<file path="config.mk">
export PLATFORM = sky130hd
export DESIGN_NAME = semver_string_validator
export DESIGN_NICKNAME = d
export VERILOG_FILES = /design/src/design/semv_pkg.sv /design/src/design/semv_parser.sv /design/src/design/semv_out_reg.sv /design/src/design/semver_string_validator.sv
export SDC_FILE = /design/constraint.sdc
export NUM_CORES = 1
export LEC_CHECK = 0
export BUFFER_PORTS_ARGS = -buffer_cell sky130_fd_sc_hd__buf_4
export CAP_MARGIN = 20
export CORE_AREA = 2 2 144 146
export CTS_CLUSTER_DIAMETER = 50
export DETAILED_ROUTE_END_ITERATION = 6
export DIE_AREA = 0 0 146 148
export GPL_ROUTABILITY_DRIVEN = 0
export PLACE_DENSITY = 0.74
export SYNTH_ARGS = -nofsm -noshare
export SYNTH_HDL_FRONTEND = slang
export SYNTH_SLANG_ARGS = --single-unit
</file>
<file path="constraint.sdc">
create_clock -name i_clk -period 5.73 [get_ports i_clk]
set_input_delay 0.2865 -clock i_clk [delete_from_list [all_inputs] [get_ports i_clk]]
set_output_delay 0.2865 -clock i_clk [all_outputs]
set_load 0.02 [all_outputs]
</file>
<file path="src/design/semv_pkg.sv">
// Shared types, character codes and helpers for the semantic version checker.
// No dependencies; imported by every module of the block.
package semv_pkg;

    // Default width of the parsed numbers
    localparam int NUM_WIDTH_DEF = 32;

    // Width of one reported number
    localparam int OUT_NUM_W    = 32;
    // major, minor, patch, prerelease flag, build flag
    localparam int OUT_FIELDS_W = 3 * OUT_NUM_W + 2;
    // Padded up to whole bytes
    localparam int OUT_TDATA_W  = ((OUT_FIELDS_W + 7) / 8) * 8;
    localparam int OUT_PAD_W    = OUT_TDATA_W - OUT_FIELDS_W;

    localparam logic [7:0] CH_DOT  = 8'h2E;
    localparam logic [7:0] CH_DASH = 8'h2D;
    localparam logic [7:0] CH_PLUS = 8'h2B;
    localparam logic [7:0] CH_ZERO = 8'h30;
    localparam logic [7:0] CH_NINE = 8'h39;
    localparam logic [7:0] CH_LO_A = 8'h61;
    localparam logic [7:0] CH_LO_Z = 8'h7A;
    localparam logic [7:0] CH_UP_A = 8'h41;
    localparam logic [7:0] CH_UP_Z = 8'h5A;

    typedef enum logic [4:0] {
        PH_MAJOR = 5'b00001,
        PH_MINOR = 5'b00010,
        PH_PATCH = 5'b00100,
        PH_PRE   = 5'b01000,
        PH_BUILD = 5'b10000
    } t_phase;

    typedef enum logic [1:0] {
        DC_NONE = 2'd0,
        DC_ONE  = 2'd1,
        DC_MANY = 2'd2
    } t_dcount;

    typedef struct packed {
        logic                 has_build;
        logic                 has_pre;
        logic [OUT_NUM_W-1:0] patch;
        logic [OUT_NUM_W-1:0] minor;
        logic [OUT_NUM_W-1:0] major;
        logic                 is_valid;
    } t_result;

    function automatic logic is_digit(input logic [7:0] c);
        return c inside {[CH_ZERO:CH_NINE]};
    endfunction

    function automatic logic is_ident_char(input logic [7:0] c);
        return c inside {[CH_ZERO:CH_NINE], [CH_LO_A:CH_LO_Z], [CH_UP_A:CH_UP_Z], CH_DASH};
    endfunction

endpackage

</file>
<file path="src/design/semv_parser.sv">
// Parse state and per-character update for the semantic version checker.
// Depends on semv_pkg.
module semv_parser #(
    parameter int NUMBER_WIDTH = semv_pkg::NUM_WIDTH_DEF
) (
    input  logic              i_clk,
    input  logic              i_rst_n,
    input  logic              i_step,
    input  logic [7:0]        i_char,
    input  logic              i_last,
    output semv_pkg::t_result o_result
);
    import semv_pkg::*;

    localparam int ExtW = NUMBER_WIDTH + 4;
    localparam int OutW = (NUMBER_WIDTH < OUT_NUM_W) ? NUMBER_WIDTH : OUT_NUM_W;

    t_phase                  r_phase, n_phase;
    t_dcount                 r_dcount, n_dcount;
    logic [NUMBER_WIDTH-1:0] r_acc, n_acc;
    logic [NUMBER_WIDTH-1:0] r_major, n_major;
    logic [NUMBER_WIDTH-1:0] r_minor, n_minor;
    logic                    r_first_zero, n_first_zero;
    logic                    r_ovf, n_ovf;
    logic                    r_id_has, n_id_has;
    logic                    r_id_zero, n_id_zero;
    logic                    r_error, n_error;
    logic                    r_pre_seen, n_pre_seen;
    logic                    r_build_seen, n_build_seen;

    logic [ExtW-1:0] ext_acc;
    logic [ExtW-1:0] prod;
    logic [3:0]      digit;
    logic            prod_ovf;
    logic            num_ok;
    logic            in_pre;
    logic            valid;

    // acc * 10 + digit as two shifts and two adds
    assign digit    = 4'(i_char - CH_ZERO);
    assign ext_acc  = {4'b0, r_acc};
    assign prod     = (ext_acc << 3) + (ext_acc << 1) + ExtW'(digit);
    assign prod_ovf = |prod[ExtW-1:NUMBER_WIDTH];
    assign num_ok   = (r_dcount != DC_NONE) && !r_ovf;
    assign in_pre   = (r_phase == PH_PRE);

    always_comb begin
        n_phase      = r_phase;
        n_dcount     = r_dcount;
        n_acc        = r_acc;
        n_major      = r_major;
        n_minor      = r_minor;
        n_first_zero = r_first_zero;
        n_ovf        = r_ovf;
        n_id_has     = r_id_has;
        n_id_zero    = r_id_zero;
        n_error      = r_error;
        n_pre_seen   = r_pre_seen;
        n_build_seen = r_build_seen;

        if (i_step && i_last) begin
            // string closed: back to the reset state
            n_phase      = PH_MAJOR;
            n_dcount     = DC_NONE;
            n_acc        = '0;
            n_major      = '0;
            n_minor      = '0;
            n_first_zero = 1'b0;
            n_ovf        = 1'b0;
            n_id_has     = 1'b0;
            n_id_zero    = 1'b0;
            n_error      = 1'b0;
            n_pre_seen   = 1'b0;
            n_build_seen = 1'b0;
        end else if (i_step && !r_error) begin
            case (r_phase)
                PH_MAJOR, PH_MINOR, PH_PATCH: begin
                    if (is_digit(i_char)) begin
                        if (r_dcount != DC_NONE && r_first_zero) begin
                            n_error = 1'b1;
                        end else begin
                            if (r_dcount == DC_NONE) begin
                                n_first_zero = (i_char == CH_ZERO);
                            end
                            if (prod_ovf) begin
                                n_ovf = 1'b1;
                            end else begin
                                n_acc = prod[NUMBER_WIDTH-1:0];
                            end
                            n_dcount = (r_dcount == DC_NONE) ? DC_ONE : DC_MANY;
                        end
                    end else if (!num_ok) begin
                        n_error = 1'b1;
                    end else if (i_char == CH_DOT && r_phase == PH_MAJOR) begin
                        n_major      = r_acc;
                        n_phase      = PH_MINOR;
                        n_acc        = '0;
                        n_dcount     = DC_NONE;
                        n_first_zero = 1'b0;
                        n_ovf        = 1'b0;
                    end else if (i_char == CH_DOT && r_phase == PH_MINOR) begin
                        n_minor      = r_acc;
                        n_phase      = PH_PATCH;
                        n_acc        = '0;
                        n_dcount     = DC_NONE;
                        n_first_zero = 1'b0;
                        n_ovf        = 1'b0;
                    end else if (i_char == CH_DASH && r_phase == PH_PATCH) begin
                        n_phase    = PH_PRE;
                        n_pre_seen = 1'b1;
                        n_id_has   = 1'b0;
                        n_id_zero  = 1'b0;
                    end else if (i_char == CH_PLUS && r_phase == PH_PATCH) begin
                        n_phase      = PH_BUILD;
                        n_build_seen = 1'b1;
                        n_id_has     = 1'b0;
                        n_id_zero    = 1'b0;
                    end else begin
                        n_error = 1'b1;
                    end
                end
                PH_PRE, PH_BUILD: begin
                    if (is_ident_char(i_char)) begin
                        // prerelease numeric identifiers take no leading zero
                        if (in_pre && r_id_zero && is_digit(i_char)) begin
                            n_error = 1'b1;
                        end else begin
                            n_id_zero = in_pre && !r_id_has && (i_char == CH_ZERO);
                            n_id_has  = 1'b1;
                        end
                    end else if (!r_id_has) begin
                        n_error = 1'b1;
                    end else if (i_char == CH_DOT) begin
                        n_id_has  = 1'b0;
                        n_id_zero = 1'b0;
                    end else if (i_char == CH_PLUS && in_pre) begin
                        n_phase      = PH_BUILD;
                        n_build_seen = 1'b1;
                        n_id_has     = 1'b0;
                        n_id_zero    = 1'b0;
                    end else begin
                        n_error = 1'b1;
                    end
                end
                default: begin
                    n_error = 1'b1;
                end
            endcase
        end
    end

    always_comb begin
        valid = !r_error &&
                (((r_phase == PH_PATCH) && num_ok) ||
                 ((r_phase inside {PH_PRE, PH_BUILD}) && r_id_has));
        o_result.is_valid  = valid;
        o_result.major     = valid ? OUT_NUM_W'(r_major[OutW-1:0]) : '0;
        o_result.minor     = valid ? OUT_NUM_W'(r_minor[OutW-1:0]) : '0;
        o_result.patch     = valid ? OUT_NUM_W'(r_acc[OutW-1:0])   : '0;
        o_result.has_pre   = valid && r_pre_seen;
        o_result.has_build = valid && r_build_seen;
    end

    always_ff @(posedge i_clk) begin
        if (!i_rst_n) begin
            r_phase      <= PH_MAJOR;
            r_dcount     <= DC_NONE;
            r_acc        <= '0;
            r_major      <= '0;
            r_minor      <= '0;
            r_first_zero <= 1'b0;
            r_ovf        <= 1'b0;
            r_id_has     <= 1'b0;
            r_id_zero    <= 1'b0;
            r_error      <= 1'b0;
            r_pre_seen   <= 1'b0;
            r_build_seen <= 1'b0;
        end else begin
            r_phase      <= n_phase;
            r_dcount     <= n_dcount;
            r_acc        <= n_acc;
            r_major      <= n_major;
            r_minor      <= n_minor;
            r_first_zero <= n_first_zero;
            r_ovf        <= n_ovf;
            r_id_has     <= n_id_has;
            r_id_zero    <= n_id_zero;
            r_error      <= n_error;
            r_pre_seen   <= n_pre_seen;
            r_build_seen <= n_build_seen;
        end
    end

endmodule

</file>
<file path="src/design/semv_out_reg.sv">
// Result register for the semantic version checker output stream.
// Depends on semv_pkg.
module semv_out_reg (
    input  logic              i_clk,
    input  logic              i_rst_n,
    input  logic              i_load,
    input  semv_pkg::t_result i_result,
    input  logic              i_ready,
    output logic              o_valid,
    output logic              o_free,
    output semv_pkg::t_result o_result
);
    import semv_pkg::*;

    logic    r_valid;
    t_result r_result;

    assign o_free   = !r_valid || i_ready;
    assign o_valid  = r_valid;
    assign o_result = r_result;

    always_ff @(posedge i_clk) begin
        if (!i_rst_n) begin
            r_valid <= 1'b0;
        end else if (i_load) begin
            r_valid <= 1'b1;
        end else if (i_ready) begin
            r_valid <= 1'b0;
        end
    end

    always_ff @(posedge i_clk) begin
        if (i_load) begin
            r_result <= i_result;
        end
    end

endmodule

</file>
<file path="src/design/semver_string_validator.sv">
// Semantic version string checker: input register, parser, result register.
// A result shows on m_axis_tvalid once its end item, transferred into the input
// register, moves on from the input register into the result register.
// Throughput: one character or end item per cycle; the parse state takes one
// update per cycle. A stalled output holds back the input only once an end
// item is waiting for the result register.
// Reset (synchronous, active low) clears the parse state and both valid flags.
// Depends on semv_pkg, semv_parser and semv_out_reg.
module semver_string_validator #(
    parameter int NUMBER_WIDTH = semv_pkg::NUM_WIDTH_DEF
) (
    input  logic                             i_clk,
    input  logic                             i_rst_n,
    input  logic                             s_axis_tvalid,
    output logic                             s_axis_tready,
    input  logic [7:0]                       s_axis_tdata,  // [7:0] char_byte
    input  logic                             s_axis_tlast,  // end_of_string
    output logic                             m_axis_tvalid,
    input  logic                             m_axis_tready,
    // [31:0] major_value, [63:32] minor_value, [95:64] patch_value,
    // [96] has_prerelease, [97] has_build, rest zero
    output logic [semv_pkg::OUT_TDATA_W-1:0] m_axis_tdata,
    output logic                             m_axis_tuser   // is_valid
);
    import semv_pkg::*;

    // Input register
    logic       r_in_valid;
    logic [7:0] r_in_char;
    logic       r_in_last;

    logic    out_free;
    logic    step;
    t_result parse_res;
    t_result out_res;

    // A character always advances; an end item waits for room in the
    // result register.
    assign step          = r_in_valid && (!r_in_last || out_free);
    assign s_axis_tready = !r_in_valid || step;

    always_ff @(posedge i_clk) begin
        if (!i_rst_n) begin
            r_in_valid <= 1'b0;
        end else if (s_axis_tvalid && s_axis_tready) begin
            r_in_valid <= 1'b1;
        end else if (step) begin
            r_in_valid <= 1'b0;
        end
    end

    // Hold the payload until the next transfer
    always_ff @(posedge i_clk) begin
        if (s_axis_tvalid && s_axis_tready) begin
            r_in_char <= s_axis_tdata;
            r_in_last <= s_axis_tlast;
        end
    end

    semv_parser #(
        .NUMBER_WIDTH (NUMBER_WIDTH)
    ) u_parser (
        .i_clk    (i_clk),
        .i_rst_n  (i_rst_n),
        .i_step   (step),
        .i_char   (r_in_char),
        .i_last   (r_in_last),
        .o_result (parse_res)
    );

    // Load the verdict when the end item advances
    semv_out_reg u_out (
        .i_clk    (i_clk),
        .i_rst_n  (i_rst_n),
        .i_load   (step && r_in_last),
        .i_result (parse_res),
        .i_ready  (m_axis_tready),
        .o_valid  (m_axis_tvalid),
        .o_free   (out_free),
        .o_result (out_res)
    );

    assign m_axis_tuser = out_res.is_valid;
    assign m_axis_tdata = {{OUT_PAD_W{1'b0}}, out_res.has_build, out_res.has_pre,
                           out_res.patch, out_res.minor, out_res.major};

endmodule

</file>
Word-level counts from Yosys, hierarchy flattened
Cells that the tools add are included.

word-level totals
  register bits = 220
  input bits = 13
  output and inout bits = 107
  logic and storage cells = 207

operators by class
  $add $sub $neg = 3
  $lt $le $gt $ge = 6
  equal/unequal tests = 36
  mux-type cells = 78
  bitwise logic cells = 4
  reductions and logical operators = 58

operators with widths
  cell                number
  $mux 32             6
  $mux 1              51
  $mux 5              10
  $add 35x33->36      1
  $add 36x4->36       1
  $eq 8x6->1 const B  4
  $ne 4x4->1 const B  6
  $reduce_and 6->1    4
  $logic_and 1x1->1   23
  $reduce_and 9->1    2
  $ge 8x7->1 const B  2
  $le 8x7->1 const B  2
  $ne 2x2->1 const B  8
  $mux 2              6
  $ne 2x1->1 const B  6
  $reduce_and 12->1   1
  $reduce_bool 2->1   6
  $pmux 5 s2          1
  $reduce_and 10->1   1
  $reduce_and 5->1    2
  $ge 8x6->1 const B  1
  $le 8x6->1 const B  1
  $pmux 1 s2          4
  $reduce_and 8->1    1
  other kinds (21)    35

Logic depth before layout (Yosys ltp)
Gate-level depths: netlist (run 1).

  word-level depth = 9
  gate-level depth with buffers = 13
  mapped depth without buffers = 12

Cells and area by module
From an unflattened synthesis (run 1), not the netlist that was laid out.

unflattened totals
  cell total of the unflattened synthesis = 1093
  area, all modules = 10854.2 µm²

by module, submodules not included
  module                   times used  cells an instance  area each (µm²)
  semv_parser              1           966                7430.9
  semv_out_reg             1           103                3021.6
  semver_string_validator  1           24                 401.6

Worst setup path after synthesis (run 1)
Ideal clock, no wire load.

  path type = reg2reg
  start point = reg u_out.r_valid, in the netlist u_out.o_valid
  end point = reg u_out.r_result (netlist bit u_out.o_result[0]), enable pin
  arrival = 4.789 ns
  data required time = 5.173 ns
  slack = 0.384 ns
  stages on the path, launching flop included = 4
  buffers on the path = 1
  cell sequence = dfxtp_1 -> nor2b_1 -> clkbuf_1 -> nor2_1

on the way
  cells in the longest elaborated chain, start to end = 5

RTL lines
  item                    RTL line                       RTL
  start, declared         semv_out_reg.sv:15             logic r_valid;
  start signal, assigned  semv_out_reg.sv:24             r_valid <= 1'b0;
  start signal, assigned  semv_out_reg.sv:26             r_valid <= 1'b1;
  start signal, assigned  semv_out_reg.sv:28             r_valid <= 1'b0;
  $logic_not 1->1         semv_out_reg.sv:18             assign o_free = !r_valid || i_ready;
  $logic_or 1x1->1        semv_out_reg.sv:18
  $logic_or 1x1->1        semver_string_validator.sv:39  assign step = r_in_valid && (!r_in_last || out_free);
  $logic_and 1x1->1       semver_string_validator.sv:39
  $logic_and 1x1->1       semver_string_validator.sv:75  .i_load (step && r_in_last),
  named net u_out.i_load  semv_out_reg.sv:6              input logic i_load,
  end signal, assigned    semv_out_reg.sv:34             r_result <= i_result;
  end, declared           semv_out_reg.sv:16             t_result r_result;

The timed path passes the listed nets, and every way through them passes these cells.
A chain may end at the register's enable or synchronous reset.

Worst setup path after layout (run 1)
  start point = reg r_in_char[3]
  end point = reg u_parser.r_acc[13]

on the way
  cells in the longest elaborated chain, start to end = 5

RTL lines
  item                                                          RTL line                                                  RTL
  start, declared                                               semver_string_validator.sv:29                             logic [7:0] r_in_char;
  start signal, assigned                                        semver_string_validator.sv:55                             r_in_char <= s_axis_tdata;
  $sub 4x1->4 or $eq 8x6->1 (tied branches)                     semv_parser.sv:40, semv_parser.sv:94, semv_parser.sv:101
  $add 36x4->36 or $logic_and 1x1->1 (tied branches)            semv_parser.sv:42, semv_parser.sv:94
  $reduce_or 4->1, or another cell as far along                 semv_parser.sv:43                                         assign prod_ovf = |prod[ExtW-1:NUMBER_WIDTH];
  $ne 2x2->1 (no source line), or another cell as far along     -
  $reduce_and 6->1 (no source line) or $mux 32 (tied branches)  -
  end signal, assigned                                          semv_parser.sv:181                                        r_acc <= n_acc;
  end, declared                                                 semv_parser.sv:20                                         logic [NUMBER_WIDTH-1:0] r_acc, n_acc;

Parallel ways exist; a longest one is shown, timed or not. The select of a mux whose other input is x is not followed.

==> results.cfg, run 1 <==
[critical_path]
required_ps = 6160
setup.worst_path.start_class = register
path_max_fanout = 14
worstPathCellList = inv_1 > fa_1 > inv_1 > ha_1 > a211oi_2 > o21ai_1 > o2111a_1 > nor3b_2 > o31ai_1 > mux2_2 > nor4_4 > buf_4 > mux2i_1
crit_family = simple AND/OR/NAND/NOR gates
slowest_delay_ps = 720
r2r-start = r_in_char[3]
crit_type = register to register
end_kind = register
cp_slowest_cell = nor4_4
cpMostUsedCell = inv_1
r2r_end = u_parser.r_acc[13]
cp.buffers_inverters = 3
ff2ff_setup_slack_ps = 1420
arrival_ps = 4740
reg2regPathDepth = 13

[die]
start_util = 0.540
die_w_um = 146
std_cell_rows = 52
core_area_mm2 = 0.0200
io_pins = 120
die_h_um = 148
die-area_mm2 = 0.0216

[synthesis]
yosysTopAreaCell = edfxtp_1
seq_area_frac_synth = 0.507
synth-edff-count = 108
ys_top_cells_by_area = edfxtp_1 30%, dfxtp_1 21%, ha_1 7.3%, and2_1 5.8%, mux2i_1 5.8%
netlist_area_mm2 = 0.0108
ys_warn_count = 0
synth_cells = 1054
ys_types = 71
async_reset_ff_frac = 0
synth_top_area_frac = 0.300
ys_ff_latch = 220
avgSynthCellArea_um2 = 10.3
synth_ff_type = dfxtp_1

[min_path]
hold_start = i_rst_n
whs_path_depth = 2
hp-class = primary input to register
holdPathEnd = u_out.o_valid

[clock_network]
cts-resized-gates = 0
cts_root_buffer = clkbuf_16
cts_tree = yes
cts_made_buffers = 24
clockBufferDepth = 3
clock_latency_ps = 510
cts_setup_buffers = 0
clock-sinks = 220
h-tree-depth = 1
cts.clk_slew.worst_paths_ps = 60

[grt]
grt_pass1_vias = 7372
grt_pass1_wl_um = 36700
grtUsageTotal = 0.203
overflow = 0
antenna_found_initial = 0
grt_max_degree = 80

[drt]
drc = 0
drtIter0Drc = 459
via_count = 7893
drtPass1Iterations = 5
ant_nets = 0
post_drt_wl_per_cell_um = 15.2
viasPerCell = 5.42
routed_wl_um = 22200

[sta]
hold_violations = 0
worst_pin_slew_ps = 988
skew_ps = 17.7
rsz0062_at_grt = false
slew-limit-headroom = 0.338
setup_tns_ps = 0
period_minus_slack_ps = 4310
setup_violations = 0
report.final.slew_viol_count = 0
clock.fmax_mhz = 232
fin_crit_sh = 0.753

[cells_and_area]
nets = 1246
finalInstanceArea_mm2 = 0.0128
layout-drive-gt1-share = 0.159
area_growth_pct = 18.4
insertedDiodeCount = 0
fill_cells = 1685
layout_common_cells = 154 x nand2_1, 122 x buf_4, 112 x dfxtp_1
layout_commonest_cell = nand2_1

[status]
status = complete, no violations

[placement]
port_buffers = 113
hpwl_um = 15100
dpl_cell_area_mm2 = 0.0119

[run]
maxCapViolations = 0

[pwr]
peakVddDrop_mv = 0.185
switching_share = 0.214
p_switching_mw = 0.719
comb_power_share = 0.042
pwr-share-clk = 0.454
seq_power_share = 0.504
p_leak_nw = 5.05
cellPowerDensity_mw_per_mm2 = 262
internal-power_mw = 2.63
==> power by group through the flow <==
stage / registers [mW] / logic, mW / clock network, mW
global route: 1.69 / 0.149 / 1.62
floorplan: 1.76 / 0.0441 / 0
detailed placement: 1.72 / 0.137 / 0
CTS: 1.69 / 0.142 / 1.55
global placement: 1.72 / 0.134 / 0
finish: 1.69 / 0.140 / 1.52
==> synth_stat cells, types with 5 or more instances <==
| cell type | n |
|---|---|
| nor2_1 | 66 |
| a31oi_1 | 9 |
| nand4_1 | 6 |
| nand2b_1 | 10 |
| ha_1 | 63 |
| xor2_1 | 8 |
| buf_4 | 7 |
| nand3_1 | 11 |
| nor2b_1 | 8 |
| a21o_1 | 10 |
| nor3_1 | 14 |
| a21oi_1 | 83 |
| o21ai_1 | 6 |
| a211oi_1 | 5 |
| xnor2_1 | 13 |
| mux2i_1 | 63 |
| clkbuf_1 | 35 |
| and2_1 | 101 |
| and3_1 | 9 |
| edfxtp_1 | 108 |
| dfxtp_1 | 112 |
| or4_1 | 5 |
| inv_1 | 25 |
| o21a_1 | 8 |
| o21ai_0 | 33 |
| nand2_1 | 154 |
| buf_6 | 6 |
==> state kept, by name, indices dropped and copies added (netlist names), 2 cells and up <==
register,count
u_parser.r_minor,32
u_out.o_result,99
u_parser.r_acc,32
u_parser.r_major,32
u_parser.r_phase,5
r_in_char,8
u_parser.r_dcount,2
==> worst reg2reg max path: stages, from the launching register on <==
cell and delay [ps]:
edfxtp_1 440, inv_1 90, fa_1 590, inv_1 60, ha_1 320, a211oi_2 200
o21ai_1 160, o2111a_1 320, nor3b_2 320, o31ai_1 100, mux2_2 300, nor4_4 720
buf_4 400, mux2i_1 220
==> stage by stage <==
stage / hold slack [ps] / setup WS (ps) / util / power (mW) / cells
final: 32.2 / 1420 / 0.639 / 3.35 / 1456
after global routing: 58.9 / 1150 / 0.639 / 3.46 / 1456
after CTS: 20.0 / 1370 / 0.638 / 3.39 / 1455
after detailed placement: 442 / 1390 / 0.593 / 1.86 / 1402
after global placement: 437 / 1600 / 0.592 / 1.86 / 1400
after floorplan: 385 / 384 / - / 1.80 / 1059
==> metal layers <==
metal,share of wire,wire [µm],vias to the layer above,GRT usage
met4,0.017,379,0,0.0495
li1,-,-,3940,-
met5,0,0,-,0
met1,0.47,10400,3714,0.284
met2,0.47,10400,210,0.340
met3,0.047,1040,29,0.0253
==> repair_timing <==
item | 4_1_cts | 5_1_grt
hold endpoints to repair | 9 | 0
setup endpoints to repair | 0 | 0
hold buffers | 9 | 0
==> cell families (layout without fill, tap and decap cells) <==
family          after synthesis  in the layout  synth area share
buf+inv                      76            203            0.0333
simple gates                406            406             0.188
flops                       220            220             0.507
compound gates              200            200             0.117
other cells                   1              6          0.000347
mux                          65             65            0.0604
xor+xnor                     21             21            0.0170
fa+ha+maj                    65             65            0.0766
==> area by class of cell <==
class                      count  area, µm²  share of cell area
multi-input combinational    763       5020               0.393
timing repair buffer         134       1060              0.0826
tap                          270        338              0.0264
clock inverter                15        149              0.0116
inverter                      25       93.8             0.00733
sequential                   220       5490               0.429
clock buffer                  29        651              0.0508
==> how the worst max path moves through the flow <==
stage	cells past startpoint	from	end
after CTS	13	r_in_char[3]	u_parser.r_acc[13]
final	13	r_in_char[3]	u_parser.r_acc[13]
after detailed placement	13	r_in_char[3]	u_parser.r_acc[0]
after floorplan	3	u_out.o_valid	u_out.o_result[0]
after global routing	13	r_in_char[2]	u_parser.r_acc[11]
after global placement	13	r_in_char[3]	u_parser.r_acc[8]
No activity file was read; power rests on OpenSTA's default activity.
==> inputs of run 2 (changes only) <==
Settings changed: ABC_AREA set to 1, CORE_AREA 2 2 144 146 to 2 2 149 151, DIE_AREA 0 0 146 148 to 0 0 151 153, PLACE_DENSITY 0.74 to 0.76.
Clock period 5.73 ns to 3.7 ns, I/O delays scaled along.
==> results.cfg, run 2 <==
[critical_path]
end_kind = register
path_max_fanout = 30
r2r-start = u_parser.r_acc[2]
setup.worst_path.start_class = register
arrival_ps = 3800
crit_family = simple AND/OR/NAND/NOR gates
ff2ff_setup_slack_ps = 300
cp_slowest_cell = fa_1
cpMostUsedCell = nand2_1
required_ps = 4100
worstPathCellList = inv_1 > fa_1 > fa_1 > inv_1 > nand2_1 > nand2_1 > nand3_1 > nand2_1 > nand2_1 > nand2_2 > nand2_1 > nand3_1 > nand2_1 > nor2_2 > nand3_4 > buf_12 > nand2_1 > and2_1 > nor2_1
cp.buffers_inverters = 3
crit_type = register to register
slowest_delay_ps = 500
reg2regPathDepth = 19
r2r_end = u_parser.r_acc[27]

[synthesis]
synth-edff-count = 108
synth_fa_ha_area_frac = 0.0729
netlist_area_mm2 = 0.0114
seq_area_frac_synth = 0.483
yosys-top-cells-count = 251 x nand2_1, 210 x inv_1, 201 x nor2_1, 142 x a21oi_1, 112 x dfxtp_1
yosys.area_share.simple = 0.220
synth-xor-area-share = 0.0154
ys_top_cells_by_area = edfxtp_1 29%, dfxtp_1 20%, nand2_1 8.3%, ha_1 6.9%, inv_1 6.9%
yosysTopAreaCell = edfxtp_1
synth-compound-area-share = 0.112
avgSynthCellArea_um2 = 8.08
async_reset_ff_frac = 0
ys_warn_count = 0
ys_types = 43
synth_top_family_by_area = simple AND/OR/NAND/NOR gates
synth_top_area_frac = 0.285
ys_ff_latch = 220
synth_ff_type = dfxtp_1
synth_cells = 1407
yosysMostFrequentCell = nand2_1
synth_mux_area_frac = 0

[sta]
skew_ps = 31.2
hold_violations = 0
period_minus_slack_ps = 3400
setup_tns_ps = 0
setup_violations = 0
rsz0062_at_grt = false
report.final.slew_viol_count = 0
fin_crit_sh = 0.919
slew-limit-headroom = 0.539
worst_slack_ps = 298
worst_pin_slew_ps = 691
clock.fmax_mhz = 294

[cells_and_area]
fill_cells = 1811
insertedDiodeCount = 0
layout_commonest_cell = nand2_1
layout_common_cells = 251 x nand2_1, 208 x inv_1, 201 x nor2_1
largest_reg_flops = 99
multiInputGateArea_mm2 = 0.00481
area_growth_pct = 17.5
nets = 1598
layout-drive-gt1-share = 0.130
regArea_mm2 = 0.00549

[pwr]
cellPowerDensity_mw_per_mm2 = 387
p_leak_nw = 5.81
power.total_mw = 5.17
peakVddDrop_mv = 0.264

[clock_network]
clockBufferDepth = 3
clock_latency_ps = 520
cts_root_buffer = clkbuf_16
clock-sinks = 220
cts.clk_slew.worst_paths_ps = 60
cts_tree = yes
cts_made_buffers = 24
h-tree-depth = 1
cts-resized-gates = 0

[min_path]
whs_path_depth = 4
hold_start = m_axis_tready
holdPathEnd = r_in_valid
hp-class = primary input to register

[grt]
overflow = 0
grt_max_degree = 97
grt_pass1_vias = 8818
antenna_found_initial = 0
grtUsageTotal = 0.226
grt_pass1_wl_um = 42800

[run]
maxCapViolations = 0

[drt]
ant_nets = 0
routed_wl_um = 26200
post_drt_wl_per_cell_um = 14.4
via_count = 9458
drtPass1Iterations = 7
drtIter0Drc = 634
viasPerCell = 5.20
drc = 0

[die]
std_cell_rows = 54
die_h_um = 153
die_w_um = 151
die-area_mm2 = 0.0231
core_area_mm2 = 0.0215
start_util = 0.529
io_pins = 120

[status]
status = complete, no violations

[placement]
port_buffers = 113
hpwl_um = 18600
post-place-ws_ps = 353
-- run 2: cell count changes after synthesis, moves of 8 or more --
| cell | change |
|---|---|
| nand3_1 | +58 |
| a31oi_1 | -9 |
| nand2b_1 | -10 |
| and3_1 | -9 |
| nand2_1 | +97 |
| nor2b_1 | -8 |
| a21o_1 | -8 |
| mux2i_1 | -63 |
| a21oi_1 | +59 |
| inv_1 | +185 |
| and2_1 | -99 |
| o21ai_0 | +49 |
| nand4_1 | +15 |
| nor2_1 | +135 |
-- run 2: worst reg2reg max path: cells and delay by family (launching register included) --
family	cells	cell delay (ps)
buffers and inverters	3	460
adders and majority gates	2	960
DFF	1	420
and+or+nand+nor	14	1420
-- run 2: routing by layer --
| layer | share of wire | track usage |
|---|---|---|
| met5 | 0 | 0 |
| met4 | 0.022 | 0.0614 |
| met3 | 0.063 | 0.0251 |
| met2 | 0.47 | 0.379 |
| met1 | 0.44 | 0.310 |
-- run 2: final cells by class --
type / instances / area share
Inverter: 215 / 0.0605
Tap cell: 280 / 0.0262
Clock inverter: 15 / 0.0130
Multi-Input combinational cell: 922 / 0.360
Timing Repair Buffer: 137 / 0.0821
Sequential cell: 220 / 0.411
Clock buffer: 29 / 0.0471
-- run 2: power breakdown --
part / total (mW) / internal, mW / switching [mW] / leakage, nW
Combinational: 0.212 / 0.0745 / 0.138 / 3.51
Clock: 2.36 / 1.38 / 0.980 / 0.391
Sequential: 2.60 / 2.58 / 0.0161 / 1.91
-- run 2: worst max path at each step --
stage | from | end | slack, ps | depth (start not counted)
2_1_floorplan | u_out.o_valid | u_out.o_result[0] | 660 | 5
3_3_place_gp | r_in_char[3] | u_parser.r_acc[27] | 410 | 19
3_5_place_dp | r_in_char[3] | u_parser.r_acc[30] | 350 | 18
4_1_cts | r_in_char[3] | u_parser.r_acc[30] | 340 | 18
5_1_grt | u_parser.r_acc[2] | u_parser.r_acc[23] | 20 | 19
6_report | u_parser.r_acc[2] | u_parser.r_acc[27] | 300 | 19
-- run 2: logic make-up after synthesis --
| family | Yosys count |
|---|---|
| simple gates | 587 |
| fa+ha+maj | 65 |
| xor+xnor | 20 |
| buf+inv | 270 |
| other cells | 1 |
| compound gates | 244 |
| flops | 220 |
-- run 2: per-stage QoR --
stage	util	cell area [µm²]	hold WS (ps)	std cells
6_report	0.622	13400	45.3	1818
5_1_grt	0.622	13400	60.8	1818
4_1_cts	0.622	13400	20.2	1818
3_5_place_dp	0.579	12400	365	1762
3_3_place_gp	0.579	12400	365	1762
2_1_floorplan	-	11400	283	1412
-- run 2: what timing repair did --
action	4_1_cts	5_1_grt
setup buffers	0	0
hold endpoints to repair	11	0
hold buffers	12	0
==> inputs of run 3 (changes only) <==
Settings changed: CORE_AREA 2 2 149 151 to 5 5 152 154, DIE_AREA 0 0 151 153 to 0 0 157 159.
==> results.cfg, run 3 (synthesized netlist as in run 2, its figures left out) <==
[die]
die_h_um = 159
core_area_mm2 = 0.0216
die-area_mm2 = 0.0250
io_pins = 120
start_util = 0.527
std_cell_rows = 54
die_w_um = 157

[sta]
setup_violations = 0
period_minus_slack_ps = 3190
setup_tns_ps = 0
skew_ps = 20.6
holdWs_ps = 56.7
clock.fmax_mhz = 314
report.final.slew_viol_count = 0
worst_pin_slew_ps = 807
slew-limit-headroom = 0.462
fin_crit_sh = 0.861
hold_violations = 0
rsz0062_at_grt = false

[clock_network]
cts.clk_slew.worst_paths_ps = 60
h-tree-depth = 1
cts_setup_buffers = 0
cts_made_buffers = 23
clock_latency_ps = 510
cts_root_buffer = clkbuf_16
cts_tree = yes
clockBufferDepth = 3
clock-sinks = 220

[drt]
drtPass1Iterations = 6
viasPerCell = 5.22
via_count = 9507
ant_nets = 0
post_drt_wl_per_cell_um = 14.5
drtIter0Drc = 758
drc = 0
routed_wl_um = 26500

[grt]
grt_pass1_wl_um = 43600
overflow = 0
grt_pass1_vias = 8878
antenna_found_initial = 0
grtUsageTotal = 0.207
grt_max_degree = 65

[critical_path]
worstPathCellList = inv_1 > fa_1 > fa_1 > inv_1 > nand2_1 > nand2_1 > nand3_1 > nand2_1 > nand2_1 > nand2_2 > nand2_1 > nand2_1 > nand2_1 > nand2_1 > nor2_2 > nand3_4 > buf_4 > nand3_1 > nand2_1 > nor2_1
ff2ff_setup_slack_ps = 510
reg2regPathDepth = 20
path_max_fanout = 28
cp_slowest_cell = fa_1
end_kind = register
crit_type = register to register
cpMostUsedCell = nand2_1
cp.buffers_inverters = 3
r2r_end = u_parser.r_acc[28]
r2r-start = r_in_char[3]
arrival_ps = 3580
crit_path_end = u_parser.r_acc[28]
setup.worst_path.start_class = register
cp.depth = 20
critPathLaunch = r_in_char[3]
crit_family = simple AND/OR/NAND/NOR gates
required_ps = 4090
slowest_delay_ps = 520

[cells_and_area]
layout_common_cells = 251 x nand2_1, 208 x inv_1, 201 x nor2_1
nets = 1601
largest_reg_flops = 99
fill_cells = 1826
layout-drive-gt1-share = 0.131
area_growth_pct = 16.9
layout_commonest_cell = nand2_1
insertedDiodeCount = 0

[pwr]
p_leak_nw = 5.77
peakVddDrop_mv = 0.219
cellPowerDensity_mw_per_mm2 = 376

[placement]
hpwl_um = 18900
port_buffers = 113

[status]
status = complete, no violations

[min_path]
hp-class = primary input to register

[run]
maxCapViolations = 0
## run 3: cell count changes in the layout (fill, tap and decap cells not counted), sizes merged
cell,delta
clkinv,-3
bufinv,-1
clkbuf,-1
inv,+1
clkinvlp,+2
buf,+4
## run 3: through the flow
| step | total power, mW | instance area (µm²) | util | worst slack (ps) | instances |
|---|---|---|---|---|---|
| floorplan | 2.77 | 11400 | - | 664 | 1412 |
| global placement | 2.85 | 12400 | 0.578 | 638 | 1766 |
| detailed placement | 2.85 | 12400 | 0.578 | 536 | 1766 |
| CTS | 5.03 | 13300 | 0.617 | 512 | 1820 |
| global route | 5.17 | 13300 | 0.617 | 179 | 1820 |
| finish | 4.99 | 13300 | 0.617 | 513 | 1820 |
## run 3: how the worst min path moves through the flow
stage | from | end | cells past startpoint
floorplan | i_rst_n | u_out.o_valid | 2
global placement | s_axis_tlast | r_in_last | 1
detailed placement | s_axis_tdata[0] | r_in_char[0] | 1
CTS | m_axis_tready | r_in_valid | 4
global route | m_axis_tready | r_in_valid | 4
finish | m_axis_tready | r_in_valid | 4
## run 3: repair_timing
item,4_1_cts,5_1_grt
hold buffers,12,0
gates resized for setup,0,0
hold endpoints to repair,11,0
## run 3: power by group
| group | internal [mW] | switching, mW |
|---|---|---|
| registers | 2.58 | 0.0163 |
| clock network | 1.25 | 0.933 |
| logic | 0.0764 | 0.137 |
## run 3: area by class of cell
class | instances | area [µm²] | area share
Sequential cell | 220 | 5490 | 0.413
Clock buffer | 28 | 604 | 0.0455
Inverter | 215 | 808 | 0.0608
Clock inverter | 14 | 121 | 0.00913
Multi-Input combinational cell | 922 | 4810 | 0.362
Timing Repair Buffer | 141 | 1110 | 0.0838
Tap cell | 280 | 350 | 0.0264
## run 3: layer usage
| layer | share of wire | track usage | wire [µm] | vias up |
|---|---|---|---|---|
| li1 | - | - | - | 4791 |
| met1 | 0.45 | 0.289 | 11900 | 4338 |
| met2 | 0.47 | 0.346 | 12400 | 327 |
| met3 | 0.063 | 0.0236 | 1670 | 51 |
| met4 | 0.019 | 0.0509 | 502 | 0 |
| met5 | 0 | 0 | 0 | - |
## run 3: tightest hold or removal path, cell delays in order
cell and delay, ps:
buf_4 70, inv_1 40, nand4_1 120, a21boi_0 100
